**config.mk**
```make
export PLATFORM = sky130hd
export DESIGN_NAME = nfbsa_bit_unit
export DESIGN_NICKNAME = d
export VERILOG_FILES = /design/src/nfbsa_pkg.sv /design/src/nfbsa_bit_unit.sv
export SDC_FILE = /design/constraint.sdc
export NUM_CORES = 1
export LEC_CHECK = 0
export ABC_CLOCK_PERIOD_IN_PS = 2000
export BUFFER_PORTS_ARGS = -buffer_cell sky130_fd_sc_hd__buf_2
export CORE_AREA = 2 2 39 41
export DETAILED_ROUTE_END_ITERATION = 7
export DIE_AREA = 0 0 41 43
export GPL_ROUTABILITY_DRIVEN = 0
export PLACE_DENSITY = 0.66
export SETUP_SLACK_MARGIN = 0.3
export SYNTH_ARGS = -nofsm -noshare
export SYNTH_HDL_FRONTEND = slang
export SYNTH_SLANG_ARGS = --single-unit
```
**constraint.sdc**
```tcl
create_clock -name vclk -period 2
set_input_delay 0.3 -clock vclk [all_inputs]
set_output_delay 0.3 -clock vclk [all_outputs]
set_load 0.01 [all_outputs]
```
**src/nfbsa_pkg.sv**
```systemverilog
// ----------------------------------------------------------------------------
// nfbsa_pkg
// Shared widths, codes, state type and control struct of the next-fit
// bitmap slot allocator.
// ----------------------------------------------------------------------------
package nfbsa_pkg;

    localparam int HANDLE_W   = 13;
    localparam int MODE_W     = 2;
    localparam int STATUS_W   = 2;
    localparam int CFG_IDX_W  = 2;
    localparam int CFG_DATA_W = 13;

    localparam int WORD_BITS = 8;
    localparam int BIT_W     = 3;
    localparam logic [WORD_BITS-1:0] WORD_ONES = 8'hFF;

    localparam int RESET_REGION0 = 4096;

    localparam logic [MODE_W-1:0] MODE_ALLOC = 2'd0;
    localparam logic [MODE_W-1:0] MODE_FREE  = 2'd1;
    localparam logic [MODE_W-1:0] MODE_CLEAR = 2'd2;

    localparam logic [STATUS_W-1:0] STAT_OK    = 2'd0;
    localparam logic [STATUS_W-1:0] STAT_FULL  = 2'd1;
    localparam logic [STATUS_W-1:0] STAT_RANGE = 2'd2;

    localparam logic [CFG_IDX_W-1:0] CFG_REGION0 = 2'd0;
    localparam logic [CFG_IDX_W-1:0] CFG_REGION1 = 2'd1;

    typedef enum logic [2:0] {
        ST_IDLE,
        ST_SWEEP,
        ST_RD,
        ST_EVAL,
        ST_FRD,
        ST_FWR,
        ST_DONE
    } t_state;

    typedef struct packed {
        logic we;
        logic re;
    } t_mem_ctl;

endpackage

```
**src/nfbsa_bit_unit.sv**
```systemverilog
// ----------------------------------------------------------------------------
// nfbsa_bit_unit
// Shared word unit: finds the lowest free bit of a masked bitmap word and
// returns the word with one bit cleared (take) or set (release).
// ----------------------------------------------------------------------------
module nfbsa_bit_unit (
    input  logic [nfbsa_pkg::WORD_BITS-1:0] i_data,
    input  logic [nfbsa_pkg::WORD_BITS-1:0] i_mask,
    input  logic [nfbsa_pkg::BIT_W-1:0]     i_bit,
    input  logic                            i_set,
    output logic                            o_hit,
    output logic [nfbsa_pkg::BIT_W-1:0]     o_hit_bit,
    output logic [nfbsa_pkg::WORD_BITS-1:0] o_data
);
    import nfbsa_pkg::*;

    logic [WORD_BITS-1:0] cand;
    logic [BIT_W-1:0]     sel;

    always_comb begin
        cand      = i_data & i_mask;
        o_hit     = |cand;
        o_hit_bit = '0;
        for (int k = WORD_BITS - 1; k >= 0; k--) begin
            if (cand[k]) begin
                o_hit_bit = BIT_W'(k);
            end
        end
        sel         = i_set ? i_bit : o_hit_bit;
        o_data      = i_data;
        o_data[sel] = i_set;
    end

endmodule

```
[After elaboration in Yosys (flattened, before gate mapping)]
Cells that the tools add are included.
Word-level totals
  register bits after elaboration: 0
  input bits: 20
  output and inout bits: 12
  logic and storage cells: 17
Cells by class
  $lt $le $gt $ge: 2
  mux-type cells: 12
  bitwise operators: 1
  reduce and logical (&&, ||, !) cells: 2
Operators with widths (count)
  $mux 3: 9
  $and 8x8->8: 1
  $bwmux 8: 1
  $reduce_or 8->1: 1
  $lt 3x4->1 const B: 1
  $demux 1 s3: 1
  $ge 3x1->1 const B: 1
  $logic_and 1x1->1: 1
  $mux 1: 1

[Longest topological paths before layout]
Gate-level depths: netlist (run 1).
  depth in word-level cells: 15
  depth in mapped cells: 6
  gate-level depth less buffers: 6

[Least setup slack after synthesis (run 1)]
OpenSTA, ideal clock, no wires.
  path type: input port to output port
  start point: in i_data[3] (netlist bit)
  end point: out o_data[5] (netlist bit)
  arrival time: 1606 ps
  data required time: 1700 ps
  slack: 94 ps
  stages: 4
  buffers on the path: 0
  cells stage by stage: a22o_1 a211oi_4 mux2i_2 o311ai_0
On the way
  longest elaborated chain between the ends: 11
  elaborated cells between the ends (all ways): 12
  those cells by class: order compare (2); mux (8); bitwise (1); reduce/logical (1)
Ends and longest elaborated chain
  start, declared: line nfbsa_bit_unit.sv:7  | input logic [nfbsa_pkg::WORD_BITS-1:0] i_data,
  $and 8x8->8 *: line nfbsa_bit_unit.sv:21  | cand = i_data & i_mask;
  $mux 3 * (4 in series): line nfbsa_bit_unit.sv:25  | if (cand[k]) begin
  via o_hit_bit, one bit: line nfbsa_bit_unit.sv:12  | output logic [nfbsa_pkg::BIT_W-1:0] o_hit_bit,
  $mux 3 *: line nfbsa_bit_unit.sv:29  | sel = i_set ? i_bit : o_hit_bit;
  $lt 3x4->1 (implied by the code) / $ge 3x1->1 (equally long branches): line nfbsa_bit_unit.sv:31  | o_data[sel] = i_set;
  $logic_and 1x1->1 (implied by the code): line nfbsa_bit_unit.sv:31
  $mux 1 (implied by the code): line nfbsa_bit_unit.sv:31
  $demux 1 s3 *: line nfbsa_bit_unit.sv:31
  $bwmux 8 *: line nfbsa_bit_unit.sv:31
  end, declared: line nfbsa_bit_unit.sv:13  | output logic [nfbsa_pkg::WORD_BITS-1:0] o_data
The timed path passes the listed nets; every way through them passes the cells marked *.

[Final worst setup path (run 1)]
  start point: in i_mask[4] (netlist bit)
  end point: out o_data[2] (netlist bit)
On the way
  longest elaborated chain between the ends: 12
  elaborated cells between the ends (all ways): 13
  those cells by class: order compare (2); mux (9); bitwise (1); reduce/logical (1)
Ends and longest elaborated chain
  start, declared: line nfbsa_bit_unit.sv:8  | input logic [nfbsa_pkg::WORD_BITS-1:0] i_mask,
  $and 8x8->8 *: line nfbsa_bit_unit.sv:21
  $mux 3 * (5 in series): line nfbsa_bit_unit.sv:25
  $mux 3 *: line nfbsa_bit_unit.sv:29
  $lt 3x4->1 (implied by the code) / $ge 3x1->1 (equally long branches): line nfbsa_bit_unit.sv:31
  $logic_and 1x1->1 (implied by the code): line nfbsa_bit_unit.sv:31
  $mux 1 (implied by the code): line nfbsa_bit_unit.sv:31
  $demux 1 s3 *: line nfbsa_bit_unit.sv:31
  $bwmux 8 *: line nfbsa_bit_unit.sv:31
Every way passes the cells marked *; elsewhere a longest branch is shown, timed or not.

==> impl_metrics.csv, run 1 <==
group,metric,value,unit
routing,num_vias,694,
sta,whs,950,ps
min_path,holdCritPathClass,"in2out",
routing,drc_errors,0,
final_layout,fin_nets,123,
floorplanning,die_x,41,um
floorplanning,die-area,1760,um2
logic_synthesis,syn_area,412,um2
sta,setup_viol,5,
routing,postRouteAntennaNets,0,
place,hpwlAfterDp,1290,um
global_route,grt-ovfl-total,0,
power_and_ir_drop,p_leak,0.415,nW
setup_path,cpPeakStageDelay,340,ps
routing,routedWlPerCell,16.1,um
floorplanning,pin_count,32,
logic_synthesis,synth_top_family_by_area,"compound AO/OA/AOI/OAI gates",
sta,finalMaxSlewViolations,0,
sta,fmax,472,MHz
sta,period_share,106,%
final_layout,drive_above_1_share,67.3,%
run,cap_viol_max_count,0,
logic_synthesis,yosys-top-cells-area,"nand2_1 11%, o22a_1 8.5%, o311ai_0 8.5%",
final_layout,clockBufferCount,0,
run_status,run_status,"complete, but fails checks",
setup_path,worstSetupEndpointType,"primary output",
sta,hold_viol,0,
place,placed_area,727,um2
sta,relSlewSlack,68.9,%
routing,wirelength,1880,um
final_layout,n_antenna_cell,0,
global_route,grt_pass1_vias,635,
final_layout,nFillCells,122,
setup_path,crit_path_start_kind,"input pin",
setup_path,cpMaxStageDelayCell,"o31a_4",
logic_synthesis,muxShareOfSynthArea,6.08,%
final_layout,area_growth,125,%
routing,firstDrtPassIters,4,
final_layout,final_cell_area,926,um2
logic_synthesis,synth.most_common_cell,"nand2_1",
logic_synthesis,avgSynthCellArea,7.77,um2
logic_synthesis,yosysSeqAreaShare,0,%
logic_synthesis,yosysTopAreaCellShare,10.9,%
routing,viasPerCell,5.93,
global_route,grt_pass1_wl,2590,um
final_layout,final-seq-area,0,um2
power_and_ir_drop,power_density,302,nW/um2
setup_path,cp.arrival,1820,ps
sta,final.setup.tns,-321,ps
logic_synthesis,yosysTopAreaCell,"nand2_1",
setup_path,required,1700,ps
logic_synthesis,synth_compound_area_share,69.3,%
floorplanning,core-area,1380,um2
logic_synthesis,syn_nets,73,
global_route,antenna_found_initial,0,
sta,setup_slack,-121,ps
place,pre_cts_slack,-109,ps
power_and_ir_drop,ir_drop,0.148,mV
run_status,violations,"negative setup slack",
floorplanning,dieHeight,43,um
logic_synthesis,ys.warnings.count,0,
logic_synthesis,syn_inst,53,
routing,drt_iter0_drc,12,
final_layout,design.seq.count,0,
sta,rsz0062_at_grt,"yes",
logic_synthesis,synth_adder_area_share,0,%
global_route,grt_max_degree,10,
place,port_buffers,32,
logic_synthesis,synth.distinct_cells,23,
global_route,gr-usage-all-layers,20.1,%
logic_synthesis,synthSimpleGateAreaFrac,20.7,%
logic_synthesis,synth-xor-area-share,0,%
sta,fin_crit,2120,ps
floorplanning,start_util,29.7,%
setup_path,path_class,"in2out",
setup_path,critPathMaxFanout,7,
sta,worst_pin_slew,466,ps
setup_path,worstPathCellList,"buf_8 > a22oi_4 > a221oi_4 > o31a_4 > buf_4 > nor3_1 > o22a_1 > buf_2",
floorplanning,row_count,14,
==> timing repair <==
action	in CTS	in global routing
buffers inserted	1	2
hold buffers	0	0
gates resized for setup	17	18
setup endpoints to repair	8	8
pin swaps	17	12
==> routing by layer <==
| metal | track usage, % | up-vias | wire (um) |
|---|---|---|---|
| met5 | 0 | - | 0 |
| met4 | 0 | 0 | 27 |
| met3 | 0 | 4 | 133 |
| met2 | 37.5 | 41 | 1000 |
| met1 | 25.6 | 320 | 713 |
| li1 | - | 329 | - |
==> area by class of cell <==
| type | count | area [um2] | area share [%] |
|---|---|---|---|
| multi-input combinational | 51 | 524 | 56.6 |
| inverter | 1 | 3.75 | 0.405 |
| timing repair buffer | 49 | 378 | 40.8 |
| tap | 16 | 20.0 | 2.16 |
==> path summary, 6_finish.rpt <==
check	cells after the start	slack, ps	endpoint	start
worst min-delay path	4	950	o_hit	i_mask[7]
worst max-delay path	8	-120	o_data[2]	i_mask[4]
==> cells in the final DEF (no fill, tap or decap), drive strengths merged, types with 3 or more instances in the layout <==
cell type,instances
buf,49
nand2,12
o31a,5
o31ai,5
nor3,4
o22a,4
o311ai,4
a22oi,3
a22o,3
==> stage by stage <==
stage	power, mW	std cells	utilization [%]
3_5_place_dp	0.214	114	52.5
2_1_floorplan	0.116	53	-
4_1_cts	0.249	115	60.8
5_1_grt	0.298	117	66.9
6_report	0.280	117	66.9
3_3_place_gp	0.210	114	52.5
==> worst max-delay path: cells and delay by family <==
family                 cells  cell delay, ps
buffers and inverters      3             390
and+or+nand+nor            1             190
AOI/OAI and AO/OA          4             930
==> cells by family (layout without fill, tap and decap cells) <==
family | count (synthesis) | count (layout)
multiplexers | 2 | 2
AND/OR/NAND/NOR | 20 | 20
buffers and inverters | 2 | 50
AO/OA/AOI/OAI | 29 | 29
==> report_power, final <==
| part | switching (mW) | total, mW | internal [mW] |
|---|---|---|---|
| combinational | 0.138 | 0.280 | 0.142 |
| sequential | 0 | 0 | 0 |
| clock | 0 | 0 | 0 |
Power figures use the tool's default switching activity.
==> run 2: changes to the inputs <==
--- a/config.mk
+++ b/config.mk
@@ -5,8 +5,9 @@
 export SDC_FILE = /design/constraint.sdc
 export NUM_CORES = 1
 export LEC_CHECK = 0
-export ABC_CLOCK_PERIOD_IN_PS = 2000
+export ABC_CLOCK_PERIOD_IN_PS = 2500
 export BUFFER_PORTS_ARGS = -buffer_cell sky130_fd_sc_hd__buf_2
+export CAP_MARGIN = 20
 export CORE_AREA = 2 2 39 41
 export DETAILED_ROUTE_END_ITERATION = 7
 export DIE_AREA = 0 0 41 43
==> constraint.sdc (replaced) <==
create_clock -name vclk -period 2.5
set_input_delay 0.375 -clock vclk [all_inputs]
set_output_delay 0.375 -clock vclk [all_outputs]
set_load 0.01 [all_outputs]
==> impl_metrics.csv, run 2 (same netlist as run 1, synthesis figures left out) <==
group,metric,value,unit
floorplanning,pin_count,32,
final_layout,final-seq-area,0,um2
routing,routedWlPerCell,14.3,um
final_layout,layout_common_cells,"24 x buf_2, 12 x nand2_1",
final_layout,nFillCells,131,
final_layout,n_antenna_cell,0,
min_path,holdPathStages,3,
global_route,grt-ovfl-total,0,
power_and_ir_drop,p_leak,0.331,nW
sta,finalMaxSlewViolations,0,
global_route,antenna_found_initial,0,
floorplanning,row_count,14,
routing,wirelength,1480,um
global_route,grt_max_degree,15,
place,dp.cells,100,
floorplanning,dieHeight,43,um
run_status,run_status,"completed",
power_and_ir_drop,power_density,233,nW/um2
final_layout,design.seq.count,0,
global_route,grt_pass1_wl,2160,um
sta,fin_crit,2180,ps
floorplanning,core-area,1380,um2
routing,firstDrtPassIters,2,
final_layout,fin_nets,110,
final_layout,area_growth,81.2,%
final_layout,drive_above_1_share,56.8,%
setup_path,crit_path_start_kind,"input pin",
setup_path,cp.arrival,1810,ps
final_layout,instances_no_fill,104,
routing,drc_errors,0,
sta,period_share,87.3,%
sta,fmax,458,MHz
sta,final.setup.tns,0,ps
place,hpwlAfterDp,1110,um
power_and_ir_drop,ir_drop,0.102,mV
floorplanning,die_x,41,um
setup_path,critPathLaunch,"i_mask[2]",
final_layout,clockBufferCount,0,
global_route,grt_pass1_vias,501,
routing,num_vias,605,
sta,hold_viol,0,
routing,drt_iter0_drc,5,
setup_path,worstSetupEndpointType,"primary output",
place,port_buffers,32,
run,cap_viol_max_count,0,
sta,relSlewSlack,74.4,%
floorplanning,start_util,29.7,%
setup_path,required,2120,ps
sta,rsz0062_at_grt,"yes",
min_path,holdCritPathClass,"in2out",
setup_path,crit_end,"o_data[4]",
routing,postRouteAntennaNets,0,
sta,setup_viol,0,
floorplanning,die-area,1760,um2
final_layout,multi_input_area,462,um2
routing,viasPerCell,5.82,
setup_path,critPathMaxFanout,8,
sta,worst_pin_slew,383,ps
final_layout,final_common_cell,"buf_2",
global_route,gr-usage-all-layers,16.5,%
final_layout,utilization,53.9,%
setup_path,path_class,"in2out",
[run 2: cell count changes in the layout (fill, tap and decap cells not counted), moves of 2 or more]
cell	previous run	this run
buf_4	16	4
buf_6	10	4
o31ai_1	1	3
o31ai_4	3	1
o311ai_0	0	3
buf_2	20	24
[run 2: timing repair]
item / CTS / global route
gates cloned: 0 / 0
hold buffers: 0 / 0
pin swaps: 4 / 6
resized for setup: 6 / 29
setup buffers: 1 / 3
setup endpoints to repair: 7 / 8
[run 2: area by class of cell]
class	count	area share, %
repair buffers	36	34.9
multi-input cells	51	61.9
inverters	1	0.503
well taps	16	2.68
[run 2: worst min path at each step]
stage | from | endpoint
detailed placement | i_data[3] | o_data[3]
global route | i_data[4] | o_data[4]
floorplan | i_data[0] | o_data[0]
CTS | i_data[3] | o_data[3]
finish | i_data[6] | o_data[6]
global placement | i_data[0] | o_data[0]
[run 2: layer usage]
layer,track usage [%],vias up,wire [um]
li1,-,306,-
met1,23.6,276,657
met2,28.4,23,725
met3,0,0,98
met4,0,0,0
met5,0,-,0
[run 2: metrics by stage]
step / power (mW) / setup WS, ps / hold slack [ps] / instance area, um2
after floorplan: 0.0809 / 444 / 893 / 412
after global placement: 0.134 / 268 / 1120 / 579
after detailed placement: 0.136 / 239 / 1110 / 579
after CTS: 0.151 / 300 / 1110 / 627
after global routing: 0.188 / 252 / 1080 / 746
final: 0.174 / 318 / 1060 / 746
[run 2: power breakdown]
| group | switching, mW | internal, mW | total [mW] |
|---|---|---|---|
| combinational | 0.0890 | 0.0847 | 0.174 |
| clock | 0 | 0 | 0 |
| sequential | 0 | 0 | 0 |
| total | 0.0890 | 0.0847 | 0.174 |
[run 2: critical path: stages]
cell and delay, ps:
buf_8 100, a22o_4 260, a211oi_4 290, mux2i_4 160, o31a_1 310, o22a_1 180, buf_2 130
